## config.mk

```make
export PLATFORM = sky130hd
export DESIGN_NAME = i2c_master_transaction_engine_unit_flat
export DESIGN_NICKNAME = d
export VERILOG_FILES = /design/src/rtl/core/i2cm_pkg.sv /design/src/rtl/core/i2cm_if.sv /design/src/rtl/core/i2c_master_transaction_engine_unit.sv /design/src/rtl/core/i2cm_buf.sv /design/src/rtl/core/i2cm_seq.sv /design/src/flat_wrapper.sv
export SDC_FILE = /design/constraint.sdc
export NUM_CORES = 2
export LEC_CHECK = 0
export BUFFER_PORTS_ARGS = -buffer_cell sky130_fd_sc_hd__buf_2
export CAP_MARGIN = 15
export CORE_MARGIN = 4
export CORE_UTILIZATION = 50
export DETAILED_ROUTE_END_ITERATION = 6
export HOLD_SLACK_MARGIN = 0.05
export PLACE_DENSITY = 0.72
export SLEW_MARGIN = 20
export SYNTH_ARGS = -nofsm -noshare
export SYNTH_HDL_FRONTEND = slang
export SYNTH_HIERARCHICAL = 1
export SYNTH_SLANG_ARGS = --single-unit
```

## constraint.sdc

```tcl
create_clock -name clk_i -period 5.89 [get_ports clk_i]
set_clock_uncertainty 0.1 [all_clocks]
set_input_delay 0.8835 -clock clk_i [delete_from_list [all_inputs] [get_ports clk_i]]
set_output_delay 0.8835 -clock clk_i [all_outputs]
set_load 0.02 [all_outputs]
```

## src/rtl/core/i2cm_pkg.sv

```systemverilog
// Shared types, phase codes and constants of the I2C master transaction engine.
package i2cm_pkg;

  localparam int BufDepthDefault    = 256;
  localparam int AddrBytesMaxDefault = 2;

  localparam int PhaseW = 4;

  localparam logic [1:0] OP_TICK  = 2'd0;
  localparam logic [1:0] OP_LOAD  = 2'd1;
  localparam logic [1:0] OP_WRITE = 2'd2;
  localparam logic [1:0] OP_READ  = 2'd3;

  localparam logic [PhaseW-1:0] PH_IDLE       = 4'd0;
  localparam logic [PhaseW-1:0] PH_START_A    = 4'd1;
  localparam logic [PhaseW-1:0] PH_START_B    = 4'd2;
  localparam logic [PhaseW-1:0] PH_TX_HI      = 4'd3;
  localparam logic [PhaseW-1:0] PH_TX_LO      = 4'd4;
  localparam logic [PhaseW-1:0] PH_ACK_HI     = 4'd5;
  localparam logic [PhaseW-1:0] PH_ACK_SAMPLE = 4'd6;
  localparam logic [PhaseW-1:0] PH_RS_A       = 4'd7;
  localparam logic [PhaseW-1:0] PH_RS_B       = 4'd8;
  localparam logic [PhaseW-1:0] PH_RS_C       = 4'd9;
  localparam logic [PhaseW-1:0] PH_RX_HI      = 4'd10;
  localparam logic [PhaseW-1:0] PH_RX_SAMPLE  = 4'd11;
  localparam logic [PhaseW-1:0] PH_MACK_HI    = 4'd12;
  localparam logic [PhaseW-1:0] PH_MACK_LO    = 4'd13;
  localparam logic [PhaseW-1:0] PH_STOP_A     = 4'd14;
  localparam logic [PhaseW-1:0] PH_STOP_B     = 4'd15;

  localparam logic [1:0] KIND_SLAVE_W = 2'd0;
  localparam logic [1:0] KIND_REG     = 2'd1;
  localparam logic [1:0] KIND_SLAVE_R = 2'd2;
  localparam logic [1:0] KIND_DATA    = 2'd3;

  localparam logic [7:0] MsbMask    = 8'h80;
  localparam logic [7:0] WriteMask  = 8'hfe;
  localparam logic [7:0] ReadBit    = 8'h01;

  typedef struct packed {
    logic [1:0]  op;
    logic [7:0]  slave_addr;
    logic [15:0] reg_addr;
    logic [1:0]  reg_addr_len;
    logic [7:0]  data_len;
    logic [7:0]  buffer_index;
    logic [7:0]  write_byte;
    logic        sda_in;
  } item_t;

  typedef struct packed {
    logic       scl;
    logic       sda;
    logic       busy_res;
    logic       read_valid;
    logic [7:0] read_byte;
    logic       done_res;
    logic [7:0] byte_count;
    logic       nack_seen;
  } result_t;

endpackage

```

## src/rtl/core/i2cm_if.sv

```systemverilog
// Valid/ready channel interfaces for the input items and the result items.
interface i2cm_in_if;
  logic        valid;
  logic        ready;
  logic [1:0]  op;
  logic [7:0]  slave_addr;
  logic [15:0] reg_addr;
  logic [1:0]  reg_addr_len;
  logic [7:0]  data_len;
  logic [7:0]  buffer_index;
  logic [7:0]  write_byte;
  logic        sda_in;

  modport source (
    output valid, op, slave_addr, reg_addr, reg_addr_len, data_len, buffer_index,
           write_byte, sda_in,
    input  ready
  );
  modport sink (
    input  valid, op, slave_addr, reg_addr, reg_addr_len, data_len, buffer_index,
           write_byte, sda_in,
    output ready
  );
endinterface

interface i2cm_out_if;
  logic       valid;
  logic       ready;
  logic       scl;
  logic       sda;
  logic       busy_res;
  logic       read_valid;
  logic [7:0] read_byte;
  logic       done_res;
  logic [7:0] byte_count;
  logic       nack_seen;

  modport source (
    output valid, scl, sda, busy_res, read_valid, read_byte, done_res, byte_count,
           nack_seen,
    input  ready
  );
  modport sink (
    input  valid, scl, sda, busy_res, read_valid, read_byte, done_res, byte_count,
           nack_seen,
    output ready
  );
endinterface

```

## src/rtl/core/i2c_master_transaction_engine_unit.sv

```systemverilog
// Top level of the I2C master transaction engine: handshakes, result register, checks.
//
//   Channel  Direction  Moves
//   in_i     sink       one item: tick, buffer load, start write or start read
//   out_o    source     one result item per input item: line levels and status
//
// Every accepted item produces exactly one result item, registered and shown on
// out_o in the cycle after acceptance. One item can be taken every clock cycle;
// the sequencer advances one phase per tick and needs no iteration.
// The write buffer has a registered read port. It is read each cycle at the
// index of the next data byte to send, and a load to that same index is
// forwarded, so the fetched byte is always ready for the following item.
// Reset puts the lines high and the sequencer idle; the buffer contents are
// not cleared, and a slot must be loaded before it is sent.
// While a result waits on out_o, a new item is still taken as long as out_o is
// ready to take the waiting one in the same cycle.
module i2c_master_transaction_engine_unit import i2cm_pkg::*; #(
  parameter int BUF_DEPTH      = BufDepthDefault,
  parameter int ADDR_BYTES_MAX = AddrBytesMaxDefault
) (
  input logic         clk_i,
  input logic         rst_ni,
  i2cm_in_if.sink     in_i,
  i2cm_out_if.source  out_o
);

  localparam int AW  = (BUF_DEPTH > 1) ? $clog2(BUF_DEPTH) : 1;
  localparam int ABW = $clog2(ADDR_BYTES_MAX + 1);

  item_t         item;
  result_t       res;
  result_t       res_q;
  logic          out_valid_q;
  logic          accept;
  logic          load_en;
  logic [AW-1:0] rd_addr;
  logic [7:0]    buf_data;

  // Pack the input item so the sequencer sees one bundle.
  assign item = '{
    op:           in_i.op,
    slave_addr:   in_i.slave_addr,
    reg_addr:     in_i.reg_addr,
    reg_addr_len: in_i.reg_addr_len,
    data_len:     in_i.data_len,
    buffer_index: in_i.buffer_index,
    write_byte:   in_i.write_byte,
    sda_in:       in_i.sda_in
  };

  // The result register empties in the same cycle as it refills.
  assign in_i.ready = !out_valid_q || out_o.ready;
  assign accept     = in_i.valid && in_i.ready;

  // Loads beyond the buffer are dropped; loads during a transaction are stored.
  assign load_en = accept && (in_i.op == OP_LOAD) && (32'(in_i.buffer_index) < BUF_DEPTH);

  i2cm_buf #(
    .BUF_DEPTH (BUF_DEPTH),
    .AW        (AW)
  ) u_buf (
    .clk_i     (clk_i),
    .rst_ni    (rst_ni),
    .wr_en_i   (load_en),
    .wr_addr_i (in_i.buffer_index[AW-1:0]),
    .wr_data_i (in_i.write_byte),
    .rd_addr_i (rd_addr),
    .rd_data_o (buf_data)
  );

  i2cm_seq #(
    .BUF_DEPTH      (BUF_DEPTH),
    .ADDR_BYTES_MAX (ADDR_BYTES_MAX),
    .AW             (AW),
    .ABW            (ABW)
  ) u_seq (
    .clk_i      (clk_i),
    .rst_ni     (rst_ni),
    .accept_i   (accept),
    .item_i     (item),
    .buf_data_i (buf_data),
    .rd_addr_o  (rd_addr),
    .res_o      (res)
  );

  always_ff @(posedge clk_i or negedge rst_ni) begin
    if (!rst_ni) begin
      out_valid_q <= 1'b0;
    end else if (in_i.ready) begin
      out_valid_q <= accept;
    end
  end

  always_ff @(posedge clk_i) begin
    if (accept) begin
      res_q <= res;
    end
  end

  assign out_o.valid      = out_valid_q;
  assign out_o.scl        = res_q.scl;
  assign out_o.sda        = res_q.sda;
  assign out_o.busy_res   = res_q.busy_res;
  assign out_o.read_valid = res_q.read_valid;
  assign out_o.read_byte  = res_q.read_byte;
  assign out_o.done_res   = res_q.done_res;
  assign out_o.byte_count = res_q.byte_count;
  assign out_o.nack_seen  = res_q.nack_seen;

  // An accepted item always leaves a result waiting in the next cycle.
  a_accept_gives_result : assert property (
    @(posedge clk_i) disable iff (!rst_ni) accept |=> out_o.valid
  ) else $error("accepted item left no result");

  // Completion always returns the sequencer to idle.
  a_done_not_busy : assert property (
    @(posedge clk_i) disable iff (!rst_ni)
      (out_o.valid && out_o.done_res) |-> !out_o.busy_res
  ) else $error("done reported while still busy");

  // A received byte and a completion never share one result.
  a_rx_not_done : assert property (
    @(posedge clk_i) disable iff (!rst_ni)
      (out_o.valid && out_o.read_valid) |-> (!out_o.done_res && out_o.busy_res)
  ) else $error("received byte reported outside a transaction");

  // A missing acknowledge is only ever reported together with completion.
  a_nack_with_done : assert property (
    @(posedge clk_i) disable iff (!rst_ni)
      (out_o.valid && out_o.nack_seen) |-> out_o.done_res
  ) else $error("nack reported without done");

endmodule

```

## src/rtl/core/i2cm_buf.sv

```systemverilog
// Write data buffer: one write port, one registered read port with write forwarding.
module i2cm_buf import i2cm_pkg::*; #(
  parameter int BUF_DEPTH = BufDepthDefault,
  parameter int AW        = (BUF_DEPTH > 1) ? $clog2(BUF_DEPTH) : 1
) (
  input  logic          clk_i,
  input  logic          rst_ni,
  input  logic          wr_en_i,
  input  logic [AW-1:0] wr_addr_i,
  input  logic [7:0]    wr_data_i,
  input  logic [AW-1:0] rd_addr_i,
  output logic [7:0]    rd_data_o
);

  logic [7:0] mem [BUF_DEPTH];
  logic [7:0] rd_q;
  logic [7:0] fwd_q;
  logic       hit_q;

  always_ff @(posedge clk_i) begin
    if (wr_en_i) begin
      mem[wr_addr_i] <= wr_data_i;
    end
    rd_q  <= mem[rd_addr_i];
    fwd_q <= wr_data_i;
  end

  // A write to the entry being read this cycle is not yet in rd_q.
  always_ff @(posedge clk_i or negedge rst_ni) begin
    if (!rst_ni) begin
      hit_q <= 1'b0;
    end else begin
      hit_q <= wr_en_i && (wr_addr_i == rd_addr_i);
    end
  end

  assign rd_data_o = hit_q ? fwd_q : rd_q;

endmodule

```

## src/rtl/core/i2cm_seq.sv

```systemverilog
// Bit-level sequencer: transaction state registers and the per-item next-state logic.
module i2cm_seq import i2cm_pkg::*; #(
  parameter int BUF_DEPTH      = BufDepthDefault,
  parameter int ADDR_BYTES_MAX = AddrBytesMaxDefault,
  parameter int AW             = (BUF_DEPTH > 1) ? $clog2(BUF_DEPTH) : 1,
  parameter int ABW            = $clog2(ADDR_BYTES_MAX + 1)
) (
  input  logic          clk_i,
  input  logic          rst_ni,
  input  logic          accept_i,
  input  item_t         item_i,
  input  logic [7:0]    buf_data_i,
  output logic [AW-1:0] rd_addr_o,
  output result_t       res_o
);

  logic [PhaseW-1:0] phase_q, phase_d;
  logic [1:0]        kind_q, kind_d;
  logic [2:0]        bitcnt_q, bitcnt_d;
  logic [7:0]        bytecnt_q, bytecnt_d;
  logic [AW-1:0]     ptr_q, ptr_d;
  logic [7:0]        shift_q, shift_d;
  logic [15:0]       addr_q, addr_d;
  logic [ABW-1:0]    aleft_q, aleft_d;
  logic              is_read_q, is_read_d;
  logic [7:0]        slave_q, slave_d;
  logic [7:0]        len_q, len_d;
  logic              scl_q, scl_d;
  logic              sda_q, sda_d;
  logic              nack_q, nack_d;

  logic              tx_go;
  logic [1:0]        tx_kind;
  logic [7:0]        tx_byte;
  logic              stop_go;
  logic              rx_go;
  logic [7:0]        cnt_inc;
  logic [7:0]        rx_shift;
  logic [ABW-1:0]    alen_sat;

  assign cnt_inc  = bytecnt_q + 8'd1;
  assign rx_shift = {shift_q[6:0], item_i.sda_in};
  assign alen_sat = (32'(item_i.reg_addr_len) > ADDR_BYTES_MAX) ?
                    ABW'(ADDR_BYTES_MAX) : ABW'(item_i.reg_addr_len);

  always_comb begin
    phase_d   = phase_q;
    kind_d    = kind_q;
    bitcnt_d  = bitcnt_q;
    bytecnt_d = bytecnt_q;
    ptr_d     = ptr_q;
    shift_d   = shift_q;
    addr_d    = addr_q;
    aleft_d   = aleft_q;
    is_read_d = is_read_q;
    slave_d   = slave_q;
    len_d     = len_q;
    scl_d     = scl_q;
    sda_d     = sda_q;
    nack_d    = nack_q;
    tx_go     = 1'b0;
    tx_kind   = KIND_DATA;
    tx_byte   = buf_data_i;
    stop_go   = 1'b0;
    rx_go     = 1'b0;
    res_o     = '0;

    if (accept_i) begin
      case (item_i.op)
        OP_LOAD: begin
          // The buffer write itself is done by the buffer module.
        end
        OP_WRITE, OP_READ: begin
          if (phase_q == PH_IDLE) begin
            slave_d   = item_i.slave_addr;
            addr_d    = item_i.reg_addr;
            aleft_d   = alen_sat;
            is_read_d = (item_i.op == OP_READ);
            len_d     = item_i.data_len;
            bytecnt_d = '0;
            ptr_d     = '0;
            nack_d    = 1'b0;
            if (item_i.data_len == 8'd0) begin
              res_o.done_res = 1'b1;
            end else begin
              phase_d = PH_START_A;
            end
          end
        end
        default: begin
          case (phase_q)
            PH_START_A: begin
              sda_d   = 1'b0;
              phase_d = PH_START_B;
            end
            PH_START_B: begin
              scl_d   = 1'b0;
              tx_go   = 1'b1;
              tx_kind = KIND_SLAVE_W;
              tx_byte = slave_q & WriteMask;
            end
            PH_TX_HI: begin
              scl_d   = 1'b1;
              phase_d = PH_TX_LO;
            end
            PH_TX_LO: begin
              scl_d = 1'b0;
              if (bitcnt_q != 3'd0) begin
                bitcnt_d = bitcnt_q - 3'd1;
                shift_d  = {shift_q[6:0], 1'b0};
                sda_d    = shift_q[6];
                phase_d  = PH_TX_HI;
              end else begin
                sda_d   = 1'b1;
                phase_d = PH_ACK_HI;
              end
            end
            PH_ACK_HI: begin
              scl_d   = 1'b1;
              phase_d = PH_ACK_SAMPLE;
            end
            PH_ACK_SAMPLE: begin
              scl_d = 1'b0;
              if (item_i.sda_in) begin
                nack_d  = 1'b1;
                stop_go = 1'b1;
              end else if (kind_q == KIND_SLAVE_R) begin
                rx_go = 1'b1;
              end else if (kind_q == KIND_DATA) begin
                bytecnt_d = cnt_inc;
                if (cnt_inc == len_q) begin
                  stop_go = 1'b1;
                end else begin
                  tx_go = 1'b1;
                end
              end else if (aleft_q != '0) begin
                // Register address goes out least significant byte first.
                tx_go   = 1'b1;
                tx_kind = KIND_REG;
                tx_byte = addr_q[7:0];
                addr_d  = {8'd0, addr_q[15:8]};
                aleft_d = aleft_q - ABW'(1);
              end else if (is_read_q) begin
                sda_d   = 1'b1;
                phase_d = PH_RS_A;
              end else begin
                tx_go = 1'b1;
              end
            end
            PH_RS_A: begin
              scl_d   = 1'b1;
              phase_d = PH_RS_B;
            end
            PH_RS_B: begin
              sda_d   = 1'b0;
              phase_d = PH_RS_C;
            end
            PH_RS_C: begin
              scl_d   = 1'b0;
              tx_go   = 1'b1;
              tx_kind = KIND_SLAVE_R;
              tx_byte = slave_q | ReadBit;
            end
            PH_RX_HI: begin
              scl_d   = 1'b1;
              phase_d = PH_RX_SAMPLE;
            end
            PH_RX_SAMPLE: begin
              scl_d   = 1'b0;
              shift_d = rx_shift;
              if (bitcnt_q != 3'd0) begin
                bitcnt_d = bitcnt_q - 3'd1;
                phase_d  = PH_RX_HI;
              end else begin
                res_o.read_valid = 1'b1;
                res_o.read_byte  = rx_shift;
                bytecnt_d        = cnt_inc;
                sda_d            = (cnt_inc == len_q);
                phase_d          = PH_MACK_HI;
              end
            end
            PH_MACK_HI: begin
              scl_d   = 1'b1;
              phase_d = PH_MACK_LO;
            end
            PH_MACK_LO: begin
              scl_d = 1'b0;
              if (bytecnt_q == len_q) begin
                stop_go = 1'b1;
              end else begin
                rx_go = 1'b1;
              end
            end
            PH_STOP_A: begin
              scl_d   = 1'b1;
              phase_d = PH_STOP_B;
            end
            PH_STOP_B: begin
              sda_d            = 1'b1;
              phase_d          = PH_IDLE;
              res_o.done_res   = 1'b1;
              res_o.nack_seen  = nack_q;
              res_o.byte_count = (is_read_q && nack_q) ? 8'd0 : bytecnt_q;
            end
            default: begin
              phase_d = PH_IDLE;
            end
          endcase
        end
      endcase
    end

    if (tx_go) begin
      kind_d   = tx_kind;
      shift_d  = tx_byte;
      bitcnt_d = 3'd7;
      sda_d    = |(tx_byte & MsbMask);
      phase_d  = PH_TX_HI;
      // Data bytes leave the buffer in order, so the pointer just moves on.
      if (tx_kind == KIND_DATA) begin
        ptr_d = (32'(ptr_q) == BUF_DEPTH - 1) ? '0 : ptr_q + AW'(1);
      end
    end
    if (stop_go) begin
      sda_d   = 1'b0;
      phase_d = PH_STOP_A;
    end
    if (rx_go) begin
      sda_d    = 1'b1;
      shift_d  = '0;
      bitcnt_d = 3'd7;
      phase_d  = PH_RX_HI;
    end

    res_o.scl      = scl_d;
    res_o.sda      = sda_d;
    res_o.busy_res = (phase_d != PH_IDLE);
  end

  assign rd_addr_o = ptr_d;

  always_ff @(posedge clk_i or negedge rst_ni) begin
    if (!rst_ni) begin
      phase_q   <= PH_IDLE;
      kind_q    <= KIND_SLAVE_W;
      bitcnt_q  <= '0;
      bytecnt_q <= '0;
      ptr_q     <= '0;
      shift_q   <= '0;
      addr_q    <= '0;
      aleft_q   <= '0;
      is_read_q <= 1'b0;
      slave_q   <= '0;
      len_q     <= '0;
      scl_q     <= 1'b1;
      sda_q     <= 1'b1;
      nack_q    <= 1'b0;
    end else begin
      phase_q   <= phase_d;
      kind_q    <= kind_d;
      bitcnt_q  <= bitcnt_d;
      bytecnt_q <= bytecnt_d;
      ptr_q     <= ptr_d;
      shift_q   <= shift_d;
      addr_q    <= addr_d;
      aleft_q   <= aleft_d;
      is_read_q <= is_read_d;
      slave_q   <= slave_d;
      len_q     <= len_d;
      scl_q     <= scl_d;
      sda_q     <= sda_d;
      nack_q    <= nack_d;
    end
  end

endmodule
```

## src/flat_wrapper.sv

```systemverilog
// flat-port wrapper written by rule: the top's interface ports become plain ports
module i2c_master_transaction_engine_unit_flat import i2cm_pkg::*;
#(
  parameter int BUF_DEPTH      = BufDepthDefault,
  parameter int ADDR_BYTES_MAX = AddrBytesMaxDefault
)
  (clk_i, rst_ni, in_i_valid, in_i_op, in_i_slave_addr, in_i_reg_addr, in_i_reg_addr_len, in_i_data_len, in_i_buffer_index, in_i_write_byte, in_i_sda_in, in_i_ready, out_o_valid, out_o_scl, out_o_sda, out_o_busy_res, out_o_read_valid, out_o_read_byte, out_o_done_res, out_o_byte_count, out_o_nack_seen, out_o_ready);
  i2cm_in_if in_i_i ();
  i2cm_out_if out_o_i ();
  input logic clk_i;
  input logic rst_ni;
  input wire logic [$bits(in_i_i.valid)-1:0] in_i_valid;
  input wire logic [$bits(in_i_i.op)-1:0] in_i_op;
  input wire logic [$bits(in_i_i.slave_addr)-1:0] in_i_slave_addr;
  input wire logic [$bits(in_i_i.reg_addr)-1:0] in_i_reg_addr;
  input wire logic [$bits(in_i_i.reg_addr_len)-1:0] in_i_reg_addr_len;
  input wire logic [$bits(in_i_i.data_len)-1:0] in_i_data_len;
  input wire logic [$bits(in_i_i.buffer_index)-1:0] in_i_buffer_index;
  input wire logic [$bits(in_i_i.write_byte)-1:0] in_i_write_byte;
  input wire logic [$bits(in_i_i.sda_in)-1:0] in_i_sda_in;
  output wire logic [$bits(in_i_i.ready)-1:0] in_i_ready;
  output wire logic [$bits(out_o_i.valid)-1:0] out_o_valid;
  output wire logic [$bits(out_o_i.scl)-1:0] out_o_scl;
  output wire logic [$bits(out_o_i.sda)-1:0] out_o_sda;
  output wire logic [$bits(out_o_i.busy_res)-1:0] out_o_busy_res;
  output wire logic [$bits(out_o_i.read_valid)-1:0] out_o_read_valid;
  output wire logic [$bits(out_o_i.read_byte)-1:0] out_o_read_byte;
  output wire logic [$bits(out_o_i.done_res)-1:0] out_o_done_res;
  output wire logic [$bits(out_o_i.byte_count)-1:0] out_o_byte_count;
  output wire logic [$bits(out_o_i.nack_seen)-1:0] out_o_nack_seen;
  input wire logic [$bits(out_o_i.ready)-1:0] out_o_ready;
  assign in_i_i.valid = in_i_valid;
  assign in_i_i.op = in_i_op;
  assign in_i_i.slave_addr = in_i_slave_addr;
  assign in_i_i.reg_addr = in_i_reg_addr;
  assign in_i_i.reg_addr_len = in_i_reg_addr_len;
  assign in_i_i.data_len = in_i_data_len;
  assign in_i_i.buffer_index = in_i_buffer_index;
  assign in_i_i.write_byte = in_i_write_byte;
  assign in_i_i.sda_in = in_i_sda_in;
  assign in_i_ready = in_i_i.ready;
  assign out_o_valid = out_o_i.valid;
  assign out_o_scl = out_o_i.scl;
  assign out_o_sda = out_o_i.sda;
  assign out_o_busy_res = out_o_i.busy_res;
  assign out_o_read_valid = out_o_i.read_valid;
  assign out_o_read_byte = out_o_i.read_byte;
  assign out_o_done_res = out_o_i.done_res;
  assign out_o_byte_count = out_o_i.byte_count;
  assign out_o_nack_seen = out_o_i.nack_seen;
  assign out_o_i.ready = out_o_ready;
  i2c_master_transaction_engine_unit #(.BUF_DEPTH(BUF_DEPTH), .ADDR_BYTES_MAX(ADDR_BYTES_MAX)) u_core (.clk_i(clk_i), .rst_ni(rst_ni), .in_i(in_i_i), .out_o(out_o_i));
endmodule
```

==> impl_results.md <==
- Placed cells: roughly 6600
- Switching Fraction: between 20% and 30%
- Die height: approximately 420 µm
- DR vias: between 40000 and 50000
- Sw Pwr: roughly 7.5 mW
- Deepest level of the CTS H-tree: 4
- Antenna Nets Post-Route: 0
- Die width: about 420 µm
- Register clock-pin slew on the reported worst setup and hold paths: 60 ps
- Largest net degree at the start of global routing: around 150
- Reg2reg end: u_core/u_buf/rd_q[3]
- Vias per Instance: between 6 and 7
- Setup TNS Final: 0 ps
- Netlist cell types: 82
- Share of the synthesized area in the top cell type: 73.1%
- Detailed Route Iter0 Violations: approximately 5900
- P_leak: 29.2 nW
- Post-synth ARST share: 3.29%
- Final Non-Filler Cells: slightly below 7000
- Die ar.: 177000 µm²
- Critical path class: reg -> reg
- Final net count: 4600
- Post-Synthesis Cells: approximately 4300
- Syn nets: ~4400
- Bufs on Longest Clock Path: 3
- Post-detail-place hpwl: 122000 µm
- Max-Cap Viols: 0
- DRC Markers: 0
- Arrival time of the worst setup path: 6230 ps
- Status: finished, final reports clean
- Core area: between 150000 and 200000 µm²
- R2R cell count: 16
- Sink Count: 2157
- # setup viols final: 0
- Mean Syn Cell Area: 19.6 µm²
- Top cells by area, synth: edfxtp_1 73%, mux4_2 11%, dfrtp_1 2.0%
- Final hold vios: 0
- CTS root buffer: clkbuf_16
- I/O pin count: slightly above 80
- Area leader, netlist: edfxtp_1
- Post-synth EDFFs: ~2100
- Gr usage total: 22.9%
- Clock share of power: around two fifths
- Starting Density: 50.3%
- Synthesized cell area: between 80000 and 90000 µm²
- Reg2reg start: u_core/u_seq/bytecnt_q[0]
- RSZ-0062 raised after global routing: no
- GP Congestion: roughly 0.87
- Actual slew at the worst max-slew pin: roughly 1200 ps
- Fraction of layout cells with a size suffix above 1: between 20 and 25%
- Finished Core Util: between 50% and 60%
- CTS buffer count: ~200
- Worst-path maximum fanout: 37
- Fin crit period: 5630 ps
- Port bufs: between 70 and 80
- Crit end category: flop
- Internal power: roughly 25 mW
- Sequential power share: a little over half
- Number of global-route vias before repair: 43400
- Yosys warns: 6
- Gr ovfl total: 0
- Worst EP required: between 6000 and 7000 ps
- Routed len/inst: 29.1 µm
- Initial antenna violation count: 10
- Commonest non-fill, non-tap cells in the layout: 2070 x edfxtp_1, 408 x mux4_2, 325 x nor2_1
- Final wirelength: roughly 200000 µm
- TritonCTS clock tree: done
- DRT Pass-1 Iters: 5
- Max transition margin: a little over a fifth
- Row count: ~150
- First-pass GRT wire length: ~300000 µm
- Fin crit share: around 96%
- Ys flop type: edfxtp_1
- Most common cell after layout, fill and taps aside: edfxtp_1
- PwrDens: 344 nW/µm²
- Clock Latency Late Sink: between 800 and 900 ps
- Hold Path Class: in -> async
- Peak Freq: between 150 and 200 MHz
- Register bit count reported by yosys: about 2200
- Slew Limit Fails: 0
- R2r setup slk: between 200 and 300 ps
- Crit start category: flop
- VDD IR-drop max: 306 µV
- Area delta synth->final: 11.8%
- Sequential share of the synthesized area: 75.5%
- Combinational group share of total power: under 10%
- CTS Hold Bufs: 0
-- what timing repair did --
action | CTS | global route
resized for setup | 0 | 2
buffers inserted | 0 | 0
setup endpoints to repair | 0 | 2
-- state kept, by name (all words and copies together) (netlist names), 2 cells and up --
signal	flops
u_core/u_seq/shift_q	7
u_core/u_seq/bitcnt_q	3
u_core/u_seq/kind_q	2
u_core/u_buf/mem	2048
u_core/u_seq/phase_q	4
u_core/out_o.read_byte	8
u_core/out_o.byte_count	8
u_core/u_buf/fwd_q	8
u_core/u_seq/ptr_q	8
u_core/u_seq/aleft_q	2
u_core/u_seq/addr_q	16
u_core/u_buf/rd_q	8
u_core/u_seq/len_q	8
u_core/u_seq/slave_q	7
u_core/u_seq/bytecnt_q	8
-- Yosys cell counts (all sizes together) (14+ instances only) --
cell type  instances
a211oi            34
a21oi            105
a22o              22
a22oi            158
and2              15
and3              19
buf              144
clkbuf           127
dfrtp             69
dfxtp             16
edfxtp          2070
inv               18
mux2              27
mux2i            160
mux4             433
nand2            135
nand2b            14
nand3             39
nor2             328
nor2b             22
nor3              29
nor4              32
o21ai             63
o221ai            48
o22ai             50
xnor2             16
-- power by group through the flow --
stage	logic, mW	clock network, mW	registers, mW
finish	2.56	12.9	17.3
global route	2.73	13.8	17.3
CTS	2.55	13.1	17.3
detailed placement	2.53	0	17.6
global placement	2.49	0	17.6
floorplan	1.63	0	17.5
-- worst max-delay path: stages (launching register included) --
cell and delay (ps):
dfrtp_1 450, ha_1 290, nand3_2 130, or3_1 410, a211oi_2 250, o211ai_2 220
a31o_1 400, nand3_1 200, nand3_1 140, o21ai_4 150, buf_12 280, buf_12 310
buf_4 320, mux4_2 540, a221oi_1 530, o221ai_1 400, nor4b_2 270
-- layout make-up --
type                       instances  area (µm²)
fill                           12300       74200
sequential                      2157       64300
multi-input combinational       1884       19100
clock buffer                     246        5250
tap                             2218        2780
timing repair buffer             274        2200
clock inverter                   132        1440
inverter                          18        67.6
antenna                            4        10.0
-- kinds of logic (layout without fill, tap and decap cells) --
logic type      Yosys count  after routing  share of synthesized area [%]
buf+inv                 290            670                           2.14
xor+xnor                 26             26                          0.268
fa+ha+maj                 5              5                         0.0735
compound gates          534            534                           4.31
mux                     620            620                           13.8
simple gates            699            699                           3.87
other cells               0              4                              0
flops                  2157           2157                           75.5
-- worst max-delay path by stage --
stage                                    startpoint              endpoint  slack (ps)
after global routing      u_core/u_seq/bytecnt_q[0]  u_core/u_buf/rd_q[3]           7
after CTS                 u_core/u_seq/bytecnt_q[0]  u_core/u_buf/rd_q[2]         200
after detailed placement  u_core/u_seq/bytecnt_q[0]  u_core/u_buf/rd_q[2]         200
final                     u_core/u_seq/bytecnt_q[0]  u_core/u_buf/rd_q[3]         260
after floorplan                         out_o_ready  u_core/u_buf/rd_q[0]         660
after global placement    u_core/u_seq/bytecnt_q[0]  u_core/u_buf/rd_q[2]         260
-- routing by layer --
metal / part of all wire (%) / global-route usage, %
met2: 47 / 35.1
met4: 3.3 / 7.67
met1: 39 / 33.3
met5: 0.0064 / 0
met3: 10 / 4.45
-- stage by stage --
stage               instance area (µm²)  hold slack (ps)  worst slack (ps)  power [mW]
finish                            95100             59.4               258        32.8
floorplan                         85100              346               664        19.1
CTS                               95100             55.0               205        32.9
global route                      95100              119              6.70        33.8
global placement                  88400              363               257        20.1
detailed placement                88400              373               202        20.1
No activity file was read; power rests on OpenSTA's default activity.
